==> src/design/vcc_pkg.sv <==
// ----------------------------------------------------------------------------
// vcc_pkg
// Shared types, codes and the denomination table of the vending controller.
// ----------------------------------------------------------------------------
`timescale 1ns / 1ps
`default_nettype none

package vcc_pkg;

   localparam int TABLE_DENOMS = 8;

   localparam logic [2:0] MODE_INSERT  = 3'd0;
   localparam logic [2:0] MODE_BUY     = 3'd1;
   localparam logic [2:0] MODE_CHANGE  = 3'd2;
   localparam logic [2:0] MODE_LOAD    = 3'd3;
   localparam logic [2:0] MODE_RESTOCK = 3'd4;

   localparam logic [1:0] STATUS_OK        = 2'd0;
   localparam logic [1:0] STATUS_LOW_CREDIT = 2'd1;
   localparam logic [1:0] STATUS_SOLD_OUT  = 2'd2;
   localparam logic [1:0] STATUS_SHORTFALL = 2'd3;

   localparam logic [7:0]  RESET_STOCK      = 8'd20;
   localparam logic [15:0] RESET_PRICE_SLOT0 = 16'd300;
   localparam logic [15:0] RESET_PRICE_SLOT3 = 16'd500;
   localparam logic [7:0]  RESET_COUNT_SLOT0 = 8'd5;
   localparam logic [7:0]  COUNT_MAX        = 8'd255;
   localparam logic [15:0] CREDIT_MAX       = 16'hFFFF;

   typedef struct packed {
      logic        start;
      logic [15:0] credit;
      logic [9:0]  denom;
      logic [7:0]  stock;
   } qreq_type;

   typedef struct packed {
      logic        done;
      logic [7:0]  count;
      logic [15:0] amount;
   } qrsp_type;

   function automatic logic [9:0] denom_cents(input logic [2:0] idx);
      logic [9:0] value;
      case (idx)
         3'd0:    value = 10'd5;
         3'd1:    value = 10'd10;
         3'd2:    value = 10'd25;
         3'd3:    value = 10'd50;
         3'd4:    value = 10'd100;
         3'd5:    value = 10'd200;
         3'd6:    value = 10'd500;
         3'd7:    value = 10'd1000;
         default: value = 10'd0;
      endcase
      return value;
   endfunction

endpackage

`default_nettype wire

==> src/design/vcc_quot_unit.sv <==
// ----------------------------------------------------------------------------
// vcc_quot_unit
// Shared coin count: largest count with count*denom <= credit and
// count <= stock, by reciprocal multiplication in the MUL, CAP and AMT phases.
// ----------------------------------------------------------------------------
`timescale 1ns / 1ps
`default_nettype none

module vcc_quot_unit (
   input  wire logic             clock,
   input  wire logic             reset,
   input  wire vcc_pkg::qreq_type req,
   output vcc_pkg::qrsp_type     rsp
);
   import vcc_pkg::*;

   typedef enum logic [1:0] {PH_IDLE, PH_MUL, PH_CAP, PH_AMT} phase_type;

   phase_type   phase_ff,  phase_in;
   logic        done_ff,   done_in;
   logic [7:0]  q_ff,      q_in;
   logic [15:0] acc_ff,    acc_in;
   logic [15:0] credit_ff, credit_in;
   logic [9:0]  denom_ff,  denom_in;
   logic [7:0]  stock_ff,  stock_in;
   logic [32:0] prod_ff,   prod_in;

   logic [16:0] recip_m;
   logic [4:0]  recip_sh;
   logic [32:0] quot;
   logic [17:0] amount;

   // {shift, ceil(2^shift / denom)}; exact floor for every 16-bit credit
   function automatic logic [21:0] recip_of(input logic [9:0] denom);
      logic [21:0] value;
      case (denom)
         10'd5:    value = {5'd19, 17'd104858};
         10'd10:   value = {5'd20, 17'd104858};
         10'd25:   value = {5'd21, 17'd83887};
         10'd50:   value = {5'd22, 17'd83887};
         10'd100:  value = {5'd23, 17'd83887};
         10'd200:  value = {5'd24, 17'd83887};
         10'd500:  value = {5'd25, 17'd67109};
         10'd1000: value = {5'd26, 17'd67109};
         default:  value = 22'd0;
      endcase
      return value;
   endfunction

   always_comb begin
      {recip_sh, recip_m} = recip_of(denom_ff);
      quot   = prod_ff >> recip_sh;
      amount = 18'(q_ff) * 18'(denom_ff);

      phase_in  = phase_ff;
      done_in   = 1'b0;
      q_in      = q_ff;
      acc_in    = acc_ff;
      credit_in = credit_ff;
      denom_in  = denom_ff;
      stock_in  = stock_ff;
      prod_in   = prod_ff;

      if (req.start) begin
         phase_in  = PH_MUL;
         q_in      = 8'd0;
         acc_in    = 16'd0;
         credit_in = req.credit;
         denom_in  = req.denom;
         stock_in  = req.stock;
      end else begin
         case (phase_ff)
            PH_MUL: begin
               prod_in  = 33'(credit_ff) * 33'(recip_m);
               phase_in = PH_CAP;
            end
            PH_CAP: begin
               q_in     = (quot > 33'(stock_ff)) ? stock_ff : quot[7:0];
               phase_in = PH_AMT;
            end
            PH_AMT: begin
               acc_in   = amount[15:0];
               done_in  = 1'b1;
               phase_in = PH_IDLE;
            end
            default: begin
            end
         endcase
      end
   end

   always_ff @(posedge clock) begin
      if (reset) begin
         phase_ff <= PH_IDLE;
         done_ff  <= 1'b0;
      end else begin
         phase_ff <= phase_in;
         done_ff  <= done_in;
      end
      q_ff      <= q_in;
      acc_ff    <= acc_in;
      credit_ff <= credit_in;
      denom_ff  <= denom_in;
      stock_ff  <= stock_in;
      prod_ff   <= prod_in;
   end

   assign rsp.done   = done_ff;
   assign rsp.count  = q_ff;
   assign rsp.amount = acc_ff;

endmodule

`default_nettype wire

==> src/design/vending_credit_and_change_controller.sv <==
// ----------------------------------------------------------------------------
// vending_credit_and_change_controller
// Credit, coin stock and product slots with greedy change payout.
// ----------------------------------------------------------------------------
//  channel   handshake                 beat content
//  request   start / busy              req_mode, req_coin_kind, req_slot,
//                                      req_new_price, req_new_quantity
//  response  rsp_strobe (one cycle)    rsp_status, rsp_credit_left,
//                                      rsp_paid_kind, rsp_paid_count, rsp_last
//
//  Insert, buy, load, restock and unused modes: one response beat in the cycle
//  after the request beat; busy stays low, so requests may follow every cycle.
//  Give change: each denomination passes through the shared count unit in
//  turn, then one response beat per denomination follows on consecutive
//  cycles; busy drops in the cycle of the last beat.
//  Synchronous reset restores credit, coin stock and slot contents at once.
//  The receiver cannot stall; beats are never held.
// ----------------------------------------------------------------------------
`timescale 1ns / 1ps
`default_nettype none

module vending_credit_and_change_controller #(
   parameter int SLOT_COUNT  = 16,
   parameter int DENOM_COUNT = 8
) (
   input  wire logic        clock,
   input  wire logic        reset,
   input  wire logic        start,
   output logic             busy,
   input  wire logic [2:0]  req_mode,
   input  wire logic [3:0]  req_coin_kind,
   input  wire logic [3:0]  req_slot,
   input  wire logic [15:0] req_new_price,
   input  wire logic [7:0]  req_new_quantity,
   output logic             rsp_strobe,
   output logic [1:0]       rsp_status,
   output logic [15:0]      rsp_credit_left,
   output logic [3:0]       rsp_paid_kind,
   output logic [7:0]       rsp_paid_count,
   output logic             rsp_last
);
   import vcc_pkg::*;

   localparam int ACTIVE     = (DENOM_COUNT < TABLE_DENOMS) ? DENOM_COUNT : TABLE_DENOMS;
   localparam int DIDX_W     = (ACTIVE > 1) ? $clog2(ACTIVE) : 1;
   localparam int SLOT_DEPTH = (SLOT_COUNT < 16) ? SLOT_COUNT : 16;
   localparam int SLOT_W     = (SLOT_DEPTH > 1) ? $clog2(SLOT_DEPTH) : 1;
   localparam logic [DIDX_W-1:0] IDX_TOP = DIDX_W'(ACTIVE - 1);

   typedef enum logic [1:0] {ST_IDLE, ST_CALC, ST_EMIT} state_type;

   state_type          state_ff, state_in;
   logic [DIDX_W-1:0]  idx_ff, idx_in;
   logic               qstart_ff, qstart_in;
   logic [15:0]        credit_ff, credit_in;
   logic [7:0]         coin_stock_ff [ACTIVE];
   logic [7:0]         coin_stock_in [ACTIVE];
   logic [15:0]        price_ff [SLOT_DEPTH];
   logic [15:0]        price_in [SLOT_DEPTH];
   logic [7:0]         count_ff [SLOT_DEPTH];
   logic [7:0]         count_in [SLOT_DEPTH];
   logic [7:0]         paid_ff  [ACTIVE];
   logic [15:0]        after_ff [ACTIVE];

   logic               strobe_ff, strobe_in;
   logic [1:0]         status_ff, status_in;
   logic [15:0]        credit_left_ff, credit_left_in;
   logic [3:0]         paid_kind_ff, paid_kind_in;
   logic [7:0]         paid_count_ff, paid_count_in;
   logic               last_ff, last_in;

   logic               accept;
   logic               kind_ok;
   logic               slot_ok;
   logic [DIDX_W-1:0]  kidx;
   logic [DIDX_W-1:0]  stock_idx;
   logic [SLOT_W-1:0]  slot_idx;
   logic [7:0]         stock_rd;
   logic [15:0]        price_rd;
   logic [7:0]         count_rd;
   logic [9:0]         denom_rd;
   logic [16:0]        credit_sum;
   logic [15:0]        credit_after;

   qreq_type           qreq;
   qrsp_type           qrsp;

   vcc_quot_unit u_quot (
      .clock (clock),
      .reset (reset),
      .req   (qreq),
      .rsp   (qrsp)
   );

   always_comb begin
      accept    = start && !busy;
      kind_ok   = (req_coin_kind != 4'd0) && (req_coin_kind <= 4'(ACTIVE));
      slot_ok   = {5'd0, req_slot} < 9'(SLOT_COUNT);
      kidx      = DIDX_W'(req_coin_kind - 4'd1);
      stock_idx = (state_ff == ST_IDLE) ? kidx : idx_ff;
      slot_idx  = req_slot[SLOT_W-1:0];
      stock_rd  = coin_stock_ff[stock_idx];
      price_rd  = price_ff[slot_idx];
      count_rd  = count_ff[slot_idx];
      denom_rd  = denom_cents(3'(stock_idx));
      credit_sum   = {1'b0, credit_ff} + 17'(denom_rd);
      credit_after = credit_ff - qrsp.amount;

      qreq.start  = qstart_ff;
      qreq.credit = credit_ff;
      qreq.denom  = denom_rd;
      qreq.stock  = stock_rd;

      state_in      = state_ff;
      idx_in        = idx_ff;
      qstart_in     = 1'b0;
      credit_in     = credit_ff;
      coin_stock_in = coin_stock_ff;
      price_in      = price_ff;
      count_in      = count_ff;

      strobe_in      = 1'b0;
      status_in      = STATUS_OK;
      credit_left_in = credit_left_ff;
      paid_kind_in   = 4'd0;
      paid_count_in  = 8'd0;
      last_in        = 1'b1;

      case (state_ff)
         ST_IDLE: begin
            if (accept) begin
               strobe_in = 1'b1;
               case (req_mode)
                  MODE_INSERT: begin
                     if (kind_ok) begin
                        credit_in = credit_sum[16] ? CREDIT_MAX : credit_sum[15:0];
                        if (stock_rd < COUNT_MAX) begin
                           coin_stock_in[stock_idx] = stock_rd + 8'd1;
                        end
                     end
                  end
                  MODE_BUY: begin
                     if (!slot_ok || count_rd == 8'd0) begin
                        status_in = STATUS_SOLD_OUT;
                     end else if (credit_ff < price_rd) begin
                        status_in = STATUS_LOW_CREDIT;
                     end else begin
                        credit_in          = credit_ff - price_rd;
                        count_in[slot_idx] = count_rd - 8'd1;
                     end
                  end
                  MODE_CHANGE: begin
                     strobe_in = 1'b0;
                     state_in  = ST_CALC;
                     idx_in    = IDX_TOP;
                     qstart_in = 1'b1;
                  end
                  MODE_LOAD: begin
                     if (slot_ok) begin
                        price_in[slot_idx] = req_new_price;
                        count_in[slot_idx] = req_new_quantity;
                     end
                  end
                  MODE_RESTOCK: begin
                     if (kind_ok && stock_rd < COUNT_MAX) begin
                        coin_stock_in[stock_idx] = stock_rd + 8'd1;
                     end
                  end
                  default: begin
                  end
               endcase
               credit_left_in = credit_in;
            end
         end
         ST_CALC: begin
            if (qrsp.done) begin
               credit_in                = credit_after;
               coin_stock_in[stock_idx] = stock_rd - qrsp.count;
               if (idx_ff == '0) begin
                  state_in = ST_EMIT;
                  idx_in   = IDX_TOP;
               end else begin
                  idx_in    = idx_ff - DIDX_W'(1);
                  qstart_in = 1'b1;
               end
            end
         end
         ST_EMIT: begin
            strobe_in      = 1'b1;
            status_in      = (credit_ff != 16'd0) ? STATUS_SHORTFALL : STATUS_OK;
            credit_left_in = after_ff[idx_ff];
            paid_kind_in   = 4'(idx_ff) + 4'd1;
            paid_count_in  = paid_ff[idx_ff];
            last_in        = (idx_ff == '0);
            if (idx_ff == '0) begin
               state_in = ST_IDLE;
            end else begin
               idx_in = idx_ff - DIDX_W'(1);
            end
         end
         default: begin
            state_in = ST_IDLE;
         end
      endcase
   end

   always_ff @(posedge clock) begin
      if (reset) begin
         state_ff  <= ST_IDLE;
         idx_ff    <= '0;
         qstart_ff <= 1'b0;
         strobe_ff <= 1'b0;
         credit_ff <= 16'd0;
         for (int i = 0; i < ACTIVE; i++) begin
            coin_stock_ff[i] <= RESET_STOCK;
         end
         for (int i = 0; i < SLOT_DEPTH; i++) begin
            price_ff[i] <= (i == 0) ? RESET_PRICE_SLOT0 :
                           (i == 3) ? RESET_PRICE_SLOT3 : 16'd0;
            count_ff[i] <= (i == 0) ? RESET_COUNT_SLOT0 : 8'd0;
         end
      end else begin
         state_ff      <= state_in;
         idx_ff        <= idx_in;
         qstart_ff     <= qstart_in;
         strobe_ff     <= strobe_in;
         credit_ff     <= credit_in;
         coin_stock_ff <= coin_stock_in;
         price_ff      <= price_in;
         count_ff      <= count_in;
      end
      if (state_ff == ST_CALC && qrsp.done) begin
         paid_ff[idx_ff]  <= qrsp.count;
         after_ff[idx_ff] <= credit_after;
      end
      status_ff      <= status_in;
      credit_left_ff <= credit_left_in;
      paid_kind_ff   <= paid_kind_in;
      paid_count_ff  <= paid_count_in;
      last_ff        <= last_in;
   end

   assign busy            = (state_ff != ST_IDLE);
   assign rsp_strobe      = strobe_ff;
   assign rsp_status      = status_ff;
   assign rsp_credit_left = credit_left_ff;
   assign rsp_paid_kind   = paid_kind_ff;
   assign rsp_paid_count  = paid_count_ff;
   assign rsp_last        = last_ff;

endmodule

`default_nettype wire

==> config.mk <==
export PLATFORM = sky130hd
export DESIGN_NAME = vending_credit_and_change_controller
export DESIGN_NICKNAME = d
export VERILOG_FILES = /design/src/design/vcc_pkg.sv /design/src/design/vcc_quot_unit.sv /design/src/design/vending_credit_and_change_controller.sv
export SDC_FILE = /design/constraint.sdc
export NUM_CORES = 2
export LEC_CHECK = 0
export BUFFER_PORTS_ARGS = -buffer_cell sky130_fd_sc_hd__buf_2
export CORE_ASPECT_RATIO = 1.1
export CORE_UTILIZATION = 50
export CTS_CLUSTER_DIAMETER = 60
export DETAILED_ROUTE_END_ITERATION = 6
export GPL_TIMING_DRIVEN = 0
export PLACE_DENSITY = 0.66
export SYNTH_ARGS = -nofsm -noshare
export SYNTH_HDL_FRONTEND = slang
export SYNTH_SLANG_ARGS = --single-unit
==> constraint.sdc <==
create_clock -name clock -period 12.1 [get_ports clock]
set_input_delay 0 -clock clock [delete_from_list [all_inputs] [get_ports clock]]
set_output_delay 0 -clock clock [all_outputs]
set_load 0.03 [all_outputs]
After elaboration in Yosys (flattened, before gate mapping)
Memories as Yosys holds them, arrays and structs flattened. A register that Yosys moved wholly into a read port is not among the register bits.
Cells that the tools add are included.
- reduce and logical (&&, ||, !) cells: 30
- multiply operators: 2
- add/subtract/negate cells: 9
- shift-type cells: 1
- equal/unequal tests: 29
- mux-type cells: 75
- bitwise operators: 3
- order comparisons: 8
- operators by type and width (cell ; number):
    two-way mux 64 bit ; 5
    bitwise mux 128 bit ; 2
    bitwise mux 256 bit ; 1
    two-way mux 128 bit ; 2
    one-hot mux 128 bit (2 select lines) ; 1
    one-hot mux 64 bit (2 select lines) ; 2
    one-hot mux 22 bit (8 select lines) ; 1
    two-way mux 16 bit ; 9
    bitwise mux 64 bit ; 2
    one-hot mux 16 bit (2 select lines) ; 3
    binary-select mux 16 bit (select 4 bit) ; 1
    demux 16 bit (select 4 bit) ; 1
    two-way mux 8 bit ; 7
    > comparator 33 x 8 -> 1 bit ; 1
    multiplier 16 x 17 -> 33 bit ; 1
    right shift 33 x 5 -> 33 bit ; 1
    binary-select mux 8 bit (select 4 bit) ; 1
    demux 8 bit (select 4 bit) ; 1
    subtractor 16 bit ; 2
    binary-select mux 8 bit (select 3 bit) ; 1
    demux 8 bit (select 3 bit) ; 1
    two-way mux 3 bit ; 8
    two-way mux 2 bit ; 9
    adder 16 x 10 -> 17 bit ; 1
    52 further kinds ; 93
- flip-flop bits (word level): 588
- memory bits (writable): 192
- memories kept: 3
- bits of input ports: 38
- output and inout port bits: 33
- logic and storage cells: 218
- bits in read-only memories: 80
- memories (name ; depth ; bits a word ; read ports ; clocked after Yosys merged registers in ; write ports ; line ; text):
    after_ff ; 8 ; 16 ; 1 ; 1 ; 1 ; vending_credit_and_change_controller.sv:63 ; logic [15:0] after_ff [ACTIVE];
    (name not given) ; 8 ; 10 ; 1 ; 0 ; 0 ; vcc_pkg.sv:45 ; case (idx)
    paid_ff ; 8 ; 8 ; 1 ; 1 ; 1 ; vending_credit_and_change_controller.sv:62 ; logic [7:0] paid_ff [ACTIVE];

Logic depth before layout (Yosys ltp)
- word-level depth: 13
- mapped depth: 32
- depth with buffers taken out: 30

Hierarchy
Synthesis repeated with hierarchy kept, for this count alone.
- cell total of the unflattened synthesis: 4719
- area total of the unflattened synthesis: 47037.6 um^2
- by module, submodules not included (module ; cells each ; area an instance (um^2) ; instances ; seq. area each (um^2)):
    vending_credit_and_change_controller ; 3115 ; 32093.3 ; 1 ; 16035.4
    vcc_quot_unit ; 1604 ; 14944.3 ; 1 ; 2552.4

Least setup slack after synthesis
OpenSTA, ideal clock, no wires.
- kind: register to register
- from: register u_quot.denom_ff[1]
- to: register u_quot.prod_ff[25] (data pin)
- cell stages (with the launch flop): 25
- library setup time: 0.258 ns
- slack: 4.643 ns
- arrival time: 7.199 ns
- path buffers: 2
- period minus slack after synthesis: 7.457 ns
- data required time: 11.842 ns
- cell sequence: edfxtp_1 -> clkbuf_1 -> or4b_2 -> a211oi_1 -> clkbuf_1 -> o21ai_0 -> fa_1 -> fa_1 -> inv_1 -> fa_1 -> inv_1 -> fa_1 -> inv_1 -> fa_1 -> fa_1 -> ha_1 -> o21a_1 -> o211a_1 -> o31ai_1 -> a21oi_1 -> o22ai_1 -> o21ai_0 -> a21o_1 -> a21oi_1 -> xnor2_1
- cells in the longest elaborated chain, start to end: 3
- elaborated cells on any way between the ends: 10
- classes of those cells: mul (1); eq/ne (8); mux (1)
- RTL lines (item ; line ; text):
    from (decl) ; vcc_quot_unit.sv:24 ; logic [9:0] denom_ff, denom_in;
    from (signal assigned) ; vcc_quot_unit.sv:103 ; denom_ff <= denom_in;
    equality test 10 bit (tied with other cells) ; vcc_quot_unit.sv:36 ; case (denom)
    one-hot mux 22 bit (8 select lines) (*) ; vcc_quot_unit.sv:36 ;
    multiplier 16 x 17 -> 33 bit (*) ; vcc_quot_unit.sv:74 ; prod_in = 33'(credit_ff) * 33'(recip_m);
    to (signal assigned) ; vcc_quot_unit.sv:105 ; prod_ff <= prod_in;
    to (decl) ; vcc_quot_unit.sv:26 ; logic [32:0] prod_ff, prod_in;
Mark *: on every way between the ends. The rest lies on a longest branch, timed or not.
A chain may end at the register's enable or synchronous reset.

Worst setup path after layout
- from: register u_quot.denom_ff[0]
- to: register u_quot.prod_ff[26] (data pin)
Same word-level chain as after synthesis.

==> flow_summary_export.csv <==
group,metric,value,unit
worst_hold_path,holdPathEnd,"credit_ff[13]",
layout,post_route_cells_drive_above_1_share,9.61,%
global_route,gr-total-overflow,0,
global_route,wire_length_of_the_first_global_routing_pass,206000,um
timing,tightestPinTransition,1220,ps
floorplan,rows,117,
drt,via_per_inst,5.78,
critical_path,ff2ff_path_depth,26,
flow_run,max-cap-violations,0,
critical_path,critPathCaptureType,"flip-flop",
synthesis,synth_async_sr_flop_share,0,%
floorplan,floorplan.initialDensity,50.7,%
timing,finalSetupTns,0,ps
cts,hold_fix_buffers_cts,27,
critical_path,setup.reg_to_reg.worst_slack,2530,ps
global_route,grt_antenna_before_repair,5,
floorplan,die_h,324,um
timing,finalWorstPathRequiredPeriod,9570,ps
timing,rsz0062_at_grt,"false",
placed_design,io_buffers,50,
timing,max_slew_margin,17.8,%
floorplan,die-width,295,um
global_route,track_usage,28.0,%
drt,drtAntennaViolNets,0,
critical_path,max_stage_delay,740,ps
power_and_ir_drop,switching_share,34.5,%
cts,cts_post_setup_buffers_inserted,0,
drt,vias,36300,
critical_path,cp_max_fo,10,
critical_path,worst_ep_required_time,12490,ps
synthesis,synth_ff_type,"dfxtp_1",
timing,slew_violations,0,
power_and_ir_drop,power_density,163,nW/um2
global_route,grt_max_degree,38,
drt,drc_viols,0,
power_and_ir_drop,leakagePower,0.0204,uW
timing,final_min_period_over_clock_period,79.1,%
timing,finClkSkew,30.4,ps
timing,report.final.setup_viol,0,
critical_path,critical_path.most_common_cell,"fa_1",
cts,worstSkewPairLatency,670,ps
placed_design,hpwl,99600,um
power_and_ir_drop,cellInternalPower,5610,uW
drt,route.detailed.wl_per_inst,21.0,um
cts,cts_resized,0,
cts,tritoncts,"yes",
critical_path,kind_of_critical_path,"flip-flop to flip-flop",
global_route,first_global_vias,36000,
cts,path_clk_slew,60,ps
critical_path,crit_slowest_cell,"a211oi_1",
synthesis,synth_area_per_cell,9.86,um2
placed_design,routabilityCongestion,0.952,
critical_path,reg2reg_to,"u_quot.prod_ff[26]",
layout,design.final.nets,5466,
power_and_ir_drop,vdd_ir_drop_max,0.000132,V
timing,max_clock_freq,104,MHz
layout,final_design_utilization,56.4,%
synthesis,synth_cell_types,96,
critical_path,critical-path-top-delay-family,"adder cells",
floorplan,pin_count,71,
synthesis,syn-cell-area,47200,um2
cts,total_number_of_clock_tree_sinks,791,
drt,finalWirelength,132000,um
status,outcome,"complete, no violations",
floorplan,floorplan.core_area,93000,um2
power_and_ir_drop,sequentialPowerShare,37.8,%
worst_hold_path,min-delay-path-class,"input port to flip-flop",
cts,cts_max_path_buffers,3,
synthesis,synth_enable_flop_cells,275,
synthesis,synth-seq-cells,791,
layout,syn2layout_area_growth,11.2,%
power_and_ir_drop,netSwitchingPower,2960,uW
worst_hold_path,worstHoldStart,"req_mode[0]",
critical_path,critical_path_buf_inv_count,8,
timing,report.final.hold_viol_count,0,
worst_hold_path,timing.hold.worst_path_depth,3,
synthesis,synth.net_count,5287,
synthesis,synthesis.yosys.warnings,0,
synthesis,synth_seq_area_share,39.4,%
cts,h-tree-depth,3,
cts,cts_buffers,88,
critical_path,critical_path_arrival,9970,ps
power_and_ir_drop,clock_power_share,31.9,%
cts,root_buffer,"clkbuf_16",
floorplan,die-area,95600,um2
critical_path,critical_path_source_type,"flip-flop",
drt,drt_first_pass_iters,6,
power_and_ir_drop,share_comb_of_total_power,30.3,%
drt,detail_route.iter0.violations,3215,
critical_path,reg2reg_from,"u_quot.denom_ff[0]",
synthesis,post_synth_inst_count,4785,
metal layers:
layer / up-vias / GRT usage, % / wire (um)
met1: 17800 / 36.6 / 55100
met4: 4 / 8.66 / 3900
met2: 1325 / 48.0 / 64300
met3: 254 / 3.67 / 8660
li1: 16900 / - / -
met5: - / 0 / 27
registers in the layout (all words and copies together) (netlist names), 2 cells and up, named ones only:
| signal | flops |
|---|---|
| u_quot.credit_ff | 16 |
| state_ff | 2 |
| u_quot.stock_ff | 8 |
| rsp_paid_kind | 4 |
| after_ff | 128 |
| u_quot.prod_ff | 33 |
| u_quot.denom_ff | 10 |
| rsp_paid_count | 8 |
| u_quot.acc_ff | 16 |
| count_ff | 128 |
| coin_stock_ff | 64 |
| idx_ff | 3 |
| u_quot.phase_ff | 2 |
| credit_ff | 16 |
| rsp_credit_left | 16 |
| u_quot.q_ff | 8 |
| paid_ff | 64 |
| rsp_status | 2 |
| price_ff | 256 |
power groups by stage:
stage               combinational (uW)  clock, uW  sequential, uW
floorplan                         1780          0            3250
global placement                  2500          0            3290
detailed placement                2540          0            3290
CTS                               2570       2760            3230
global route                      2850       2880            3240
finish                            2590       2730            3240
area by class of cell:
cell class | count | area (um2)
Antenna cell | 1 | 2.50
Buffer | 288 | 1170
Clock buffer | 120 | 2490
Clock inverter | 45 | 500
Fill cell | 8152 | 40500
Inverter | 421 | 1580
Multi-Input combinational cell | 3285 | 25900
Sequential cell | 791 | 18600
Tap cell | 1249 | 1560
Timing Repair Buffer | 89 | 664
cell families (layout without fill, tap and decap cells):
kind of cell    count (synthesis)  after routing  synth area share, %
mux                           350            350                 12.3
fa+ha+maj                     464            464                 15.9
compound gates                864            864                 10.9
buf+inv                       709            963                 5.82
simple gates                 1520           1520                 14.1
xor+xnor                       87             87                 1.63
flops                         791            791                 39.4
other cells                     0              1                    0
synth_stat cells, types with 7 or more instances:
cell type	count	area, um2
nor2_1	222	833
and2_1	91	569
or2_2	14	87.6
mux4_2	180	4050
buf_2	22	110
buf_4	7	52.6
a221o_1	7	70.1
o31ai_1	10	75.1
nand2_1	876	3290
nand4_1	16	100
a21oi_1	440	2200
mux2i_1	151	1510
nand3_1	108	541
ha_1	240	3000
fa_1	224	4480
edfxtp_1	275	8260
o21ai_1	45	225
o21ai_0	107	536
or3_1	24	150
a21o_1	23	173
o211ai_1	36	270
nand2b_1	24	150
clkbuf_1	229	860
o21bai_1	14	105
a31oi_1	22	138
nor2b_1	24	150
nor3_1	53	265
dfxtp_1	516	10300
xor2_1	22	193
and3_1	16	100
buf_1	25	93.8
o22ai_1	11	68.8
a32oi_1	7	61.3
a211oi_1	48	360
o21a_1	16	120
xnor2_1	64	561
inv_1	416	1560
nor4_1	14	87.6
mux2_2	15	169
worst min-delay path, cell delays in order:
cell	delay, ps
clkbuf_1	230
a2bb2oi_1	240
a211oi_1	220
worst max path at each step:
stage                             startpoint            endpoint  depth (start not counted)
after global routing      u_quot.denom_ff[0]  u_quot.prod_ff[26]                         26
after CTS                 u_quot.denom_ff[0]  u_quot.prod_ff[26]                         26
after global placement    u_quot.denom_ff[0]  u_quot.prod_ff[26]                         26
after floorplan           u_quot.denom_ff[1]  u_quot.prod_ff[25]                         24
final                     u_quot.denom_ff[0]  u_quot.prod_ff[26]                         26
after detailed placement  u_quot.denom_ff[0]  u_quot.prod_ff[26]                         26
cell usage in the layout, fill, tap and decap left out, drive strengths merged, types with 22 or more instances in the layout:
master         n
mux2i        151
a21oi        440
buf          120
clkinv        31
edfxtp       275
o211ai        37
fa           224
dfxtp        516
nor2         222
a31oi         22
clkbuf       350
a21o          23
nor3          54
a211oi        48
o21ai        152
or3           24
nor2b         24
nand2b        24
ha           240
mux4         180
nand3        109
and2          92
nand2        878
inv          428
xnor2         65
xor2          22
dlygate4sd3   27
through the flow:
step                hold WS (ps)  std cells  setup slack, ps  power [uW]  instance area [um2]
finish                      87.5       6289             2530        8570                52400
global route                89.4       6289             1990        8970                52400
CTS                         11.9       6288             2610        8570                52400
detailed placement           432       6096             2640        5830                49200
global placement             418       6084             2620        5790                49000
floorplan                    225       4785             4640        5040                47200
(Power assumes the default switching activity.)
